`src/rtl/sqt_pkg.sv`:
```
package sqt_pkg;

	localparam int POS_W       = 24;
	localparam int DIM_W       = 20;
	localparam int ANG_W       = 16;
	localparam int SCL_W       = 16;
	localparam int CFG_IDX_W   = 2;
	localparam int CFG_DATA_W  = 24;
	localparam int ATAN_N      = 24;
	localparam int CORDIC_DEF  = 16;
	localparam int CW          = 34;
	localparam int OFF_W       = 43;
	localparam int TRIG_W      = 16;
	localparam int PROD_W      = 60;

	localparam logic signed [CW-1:0] CORDIC_GAIN = 34'sd652032874;
	localparam logic signed [TRIG_W-1:0] UNIT = 16'sd16384;
	localparam logic signed [POS_W-1:0] POS_MAX = 24'sh7FFFFF;
	localparam logic signed [POS_W-1:0] POS_MIN = -24'sh800000;

	localparam logic [CFG_IDX_W-1:0] REG_WIDTH  = 2'd0;
	localparam logic [CFG_IDX_W-1:0] REG_HEIGHT = 2'd1;
	localparam logic [CFG_IDX_W-1:0] REG_HOT_X  = 2'd2;
	localparam logic [CFG_IDX_W-1:0] REG_HOT_Y  = 2'd3;

	function automatic logic signed [CW-1:0] atan_val(input int i);
		logic signed [CW-1:0] r;
		begin
			case (i)
				0: r = 34'sh20000000;
				1: r = 34'sh12E4051E;
				2: r = 34'sh09FB385B;
				3: r = 34'sh051111D4;
				4: r = 34'sh028B0D43;
				5: r = 34'sh0145D7E1;
				6: r = 34'sh00A2F61E;
				7: r = 34'sh00517C55;
				8: r = 34'sh0028BE53;
				9: r = 34'sh00145F2F;
				10: r = 34'sh000A2F98;
				11: r = 34'sh000517CC;
				12: r = 34'sh00028BE6;
				13: r = 34'sh000145F3;
				14: r = 34'sh0000A2FA;
				15: r = 34'sh0000517D;
				16: r = 34'sh000028BE;
				17: r = 34'sh0000145F;
				18: r = 34'sh00000A30;
				19: r = 34'sh00000518;
				20: r = 34'sh0000028C;
				21: r = 34'sh00000146;
				22: r = 34'sh000000A3;
				23: r = 34'sh00000051;
				default: r = '0;
			endcase
			return r;
		end
	endfunction

	typedef struct packed {
		logic signed [CW-1:0] x;
		logic signed [CW-1:0] y;
		logic signed [CW-1:0] z;
	} cordic_t;

	typedef struct packed {
		logic                     zero_r;
		logic [1:0]               quad;
		logic signed [POS_W-1:0]  pos_x;
		logic signed [POS_W-1:0]  pos_y;
		logic signed [OFF_W-1:0]  offx0;
		logic signed [OFF_W-1:0]  offx1;
		logic signed [OFF_W-1:0]  offy0;
		logic signed [OFF_W-1:0]  offy1;
	} side_t;

endpackage

```
`src/rtl/sqt_cordic_cell.sv`:
```
module sqt_cordic_cell import sqt_pkg::*; #(
	parameter int SHIFT = 0
) (
	input  logic    clk,
	input  logic    arst_n,
	input  logic    en,
	input  logic    vin,
	input  cordic_t din,
	input  side_t   sin,
	output logic    vout,
	output cordic_t dout,
	output side_t   sout
);
	cordic_t nxt;
	logic signed [CW-1:0] dx;
	logic signed [CW-1:0] dy;

	always_comb begin
		dx = din.x >>> SHIFT;
		dy = din.y >>> SHIFT;
		if (!din.z[CW-1]) begin
			nxt.x = din.x - dy;
			nxt.y = din.y + dx;
			nxt.z = din.z - atan_val(SHIFT);
		end else begin
			nxt.x = din.x + dy;
			nxt.y = din.y - dx;
			nxt.z = din.z + atan_val(SHIFT);
		end
	end

	always_ff @(posedge clk or negedge arst_n) begin
		if (!arst_n) begin
			vout <= 1'b0;
		end else if (en) begin
			vout <= vin;
		end
	end

	always_ff @(posedge clk) begin
		if (en) begin
			dout <= nxt;
			sout <= sin;
		end
	end
endmodule

```
`config.mk`:
```
export PLATFORM = sky130hd
export DESIGN_NAME = sqt_cordic_cell
export DESIGN_NICKNAME = d
export VERILOG_FILES = /design/src/rtl/sqt_pkg.sv /design/src/rtl/sqt_cordic_cell.sv
export SDC_FILE = /design/constraint.sdc
export NUM_CORES = 1
export LEC_CHECK = 0
export BUFFER_PORTS_ARGS = -buffer_cell sky130_fd_sc_hd__buf_2
export CAP_MARGIN = 5
export CORE_AREA = 5 5 253 255
export DETAILED_ROUTE_END_ITERATION = 6
export DIE_AREA = 0 0 258 260
export GPL_TIMING_DRIVEN = 1
export SYNTH_ARGS = -nofsm -noshare
export SYNTH_HDL_FRONTEND = slang
export SYNTH_SLANG_ARGS = --single-unit
```
`constraint.sdc`:
```
create_clock -name clk -period 0.8 [get_ports clk]
set_input_delay 0 -clock clk [delete_from_list [all_inputs] [get_ports clk]]
set_output_delay 0 -clock clk [all_outputs]
set_load 0.005 [all_outputs]
```
==> impl_metrics.ini <==
[final_layout]
seqCellArea_um2 = 9750
multi_input_comb_area_um2 = 7120
fin_nets = 3033
fillers = 5386
syn2layout_area_growth_pct = 91.9
drive_gt1_share_pct = 54.8
final_cells = 3429

[setup_path]
crit_family = compound AO/OA/AOI/OAI gates
cpMostUsedCell = o211ai_1
start_kind = primary input
arrival_ns = 2.39
worstSetupPathType = primary input to register
crit_required_ns = 1.13
critical_path.slowest_cell = fa_2
path_buf_inv = 1
crit_chain = buf_8, ha_4, fa_2, nor3b_4, o31ai_4, a2111oi_4, o31a_1, o211ai_1, a21oi_1, nor2_2, o211ai_1, xnor2_1
crit_fanout = 4
critPathMaxStageDelay_ns = 0.38
endpoint_kind = register

[yosys]
yosysWarningCount = 0
yosys.area.top_type = edfxtp_1
seq_area_frac_synth_pct = 61.9
synth_edf_count = 324
synthFlopType = edfxtp_1
async_reset_ff_share_pct = 0.308
ys_top_cells_by_area = edfxtp_1 (62%), ha_1 (8.1%), a21oi_1 (3.6%), xnor2_1 (3.2%), inv_1 (2.3%)
syn-cell-area_um2 = 15800
synth_seq_cells = 325
netlist_instances = 1233
synth.top_cell.area_share_pct = 61.8
avgSynthCellArea_um2 = 12.8
yosysMostFrequentCell = edfxtp_1
synth_nets = 1668
netlist_top_cells_count = edfxtp_1 (324), a21oi_1 (112), ha_1 (102)
ys_types = 75

[cts]
cts_tree = done
worst_setup_hold_path_clk_slew_ns = 0.06
clock-root-buffer = clkbuf_16
cts_buffers = 41
cts.sinks = 325
clkLatencyLatePin_ns = 0.58
cts_max_path_buffers = 3
htree_levels = 2

[die]
dieWidth_um = 258
initial_core_util_pct = 25.7
core_area_um2 = 61400
io_pins = 655
num_rows = 91
die-area_um2 = 67100
die_y_um = 260

[detailed_routing]
firstDrtPassIters = 5
drt-wirelength-per-cell_um = 28.4
drt_iter0_drc = 1306
detail-route-antenna-nets = 0
drc = 0
num_vias = 16300
routed_via_density = 4.76
routed_wl_um = 97400

[placement]
pre_cts_ws_ns = -2.03
gp_congestion = 0.993
hpwl_um = 78800
dp_cells = 3019
io_buffers = 654

[min_path]
hold_path.class = primary input to register

[pwr]
power_density_nw_per_um2 = 1890
total_power_mw = 57.1
ir_drop_uv = 1290
p_leak_nw = 13.1

[sta]
max_freq_ghz = 0.486
setup_violations = 571
hold_ws_ns = -0.133
finalHoldViolations = 10
rsz0062_at_grt = true
worst_pin_slew_ns = 0.719
skew_ns = 0
fin_ws_ns = -1.26
report.final.slew_viol_count = 0
finalCritPeriodShare_pct = 257
slew-limit-headroom_pct = 52.1
period_minus_slack_ns = 2.06

[grt]
grt_first_pass_wirelength_um = 130000
gr-usage-all-layers_pct = 27.4
antenna_found_initial = 21
grt_pass1_vias = 16800
grt_max_degree = 34
grt_overflow_total = 0

[flow_run]
drv_cap = 0

[run_status]
violations = negative hold slack, negative setup slack
status = complete, but fails checks
logic make-up (layout without fill, tap and decap cells):
family          count (synthesis)  count (layout)  synth area share (%)
mux                            18              18                  1.15
compound gates                329             329                  13.4
other cells                     0              11                     0
buf+inv                       153            1548                  3.88
xor+xnor                       68              68                  3.78
fa+ha+maj                     106             106                  8.61
flops                         325             325                  61.9
simple gates                  234             234                  7.27
flip-flops by register name, summed over array words and instances (netlist names):
| signal | cells |
|---|---|
| sout | 223 |
| dout | 101 |
| vout | 1 |
layout make-up:
| type | instances | area share [%] |
|---|---|---|
| antenna | 11 | 0.0910 |
| clock buffer | 45 | 3.44 |
| clock inverter | 28 | 1.13 |
| inverter | 105 | 1.68 |
| multi-input combinational | 755 | 23.6 |
| sequential | 325 | 32.3 |
| tap | 790 | 3.27 |
| timing repair buffer | 1370 | 34.6 |
placed cells by master, fill, tap and decap left out, types with 13 or more instances in the layout:
| cell type | n |
|---|---|
| inv_1 | 77 |
| a21oi_2 | 41 |
| a21o_1 | 15 |
| nand2_1 | 35 |
| o21ai_0 | 22 |
| o21ai_1 | 18 |
| nor3_1 | 14 |
| a21oi_4 | 13 |
| buf_6 | 147 |
| a21oi_1 | 59 |
| nand4_1 | 15 |
| o211ai_1 | 13 |
| dlygate4sd3_1 | 269 |
| ha_1 | 71 |
| buf_4 | 368 |
| buf_12 | 21 |
| edfxtp_1 | 324 |
| o21bai_1 | 23 |
| o21ai_2 | 22 |
| inv_2 | 13 |
| ha_4 | 27 |
| buf_2 | 555 |
| nor2_1 | 63 |
| clkbuf_16 | 41 |
| xnor2_1 | 47 |
metal layers:
| layer | global-route usage, % | vias to the layer above | routed length [µm] |
|---|---|---|---|
| met4 | 9.66 | 4 | 4090 |
| met2 | 47.5 | 749 | 48000 |
| met3 | 7.19 | 146 | 7230 |
| met1 | 33.0 | 8143 | 38000 |
| met5 | 0 | - | 28 |
| li1 | - | 7285 | - |
final timing paths:
kind	to	from	cells past startpoint	slack [ns]
setup / recovery	dout[64]	din[68]	12	-1.26
hold / removal	dout[30]	din[29]	2	-0.13
setup reg to reg	vout	vout	2	-0.09
hold reg to reg	vout	vout	2	0.64
max in group asynchronous	vout	arst_n	3	0.22
min in group asynchronous	vout	arst_n	3	0.48
power breakdown:
| group | switching (mW) | internal (mW) |
|---|---|---|
| Combinational | 8.01 | 8.10 |
| Sequential | 1.00 | 20.8 |
| Clock | 7.98 | 11.2 |
| Total | 17.0 | 40.1 |
per-stage QoR:
| stage | hold WS [ns] | util (%) | area, µm² | setup TNS (ns) |
|---|---|---|---|---|
| final | -0.133 | 49.3 | 30200 | -202.07 |
| after global routing | -0.138 | 49.2 | 30200 | -217.33 |
| after CTS | -0.163 | 47.8 | 29300 | -171.03 |
| after detailed placement | -0.218 | 38.4 | 23600 | -108.90 |
| after global placement | -0.219 | 38.4 | 23600 | -108.01 |
| after floorplan | -0.296 | - | 16600 | -65.96 |
what timing repair did:
item / CTS / global route
hold endpoints to repair: 357 / 57
buffers inserted: 34 / 33
pin swaps: 99 / 83
resized for setup: 362 / 151
cloned: 0 / 0
hold buffers: 266 / 5
endpoints found under the setup margin: 390 / 414
(Power assumes the default switching activity.)
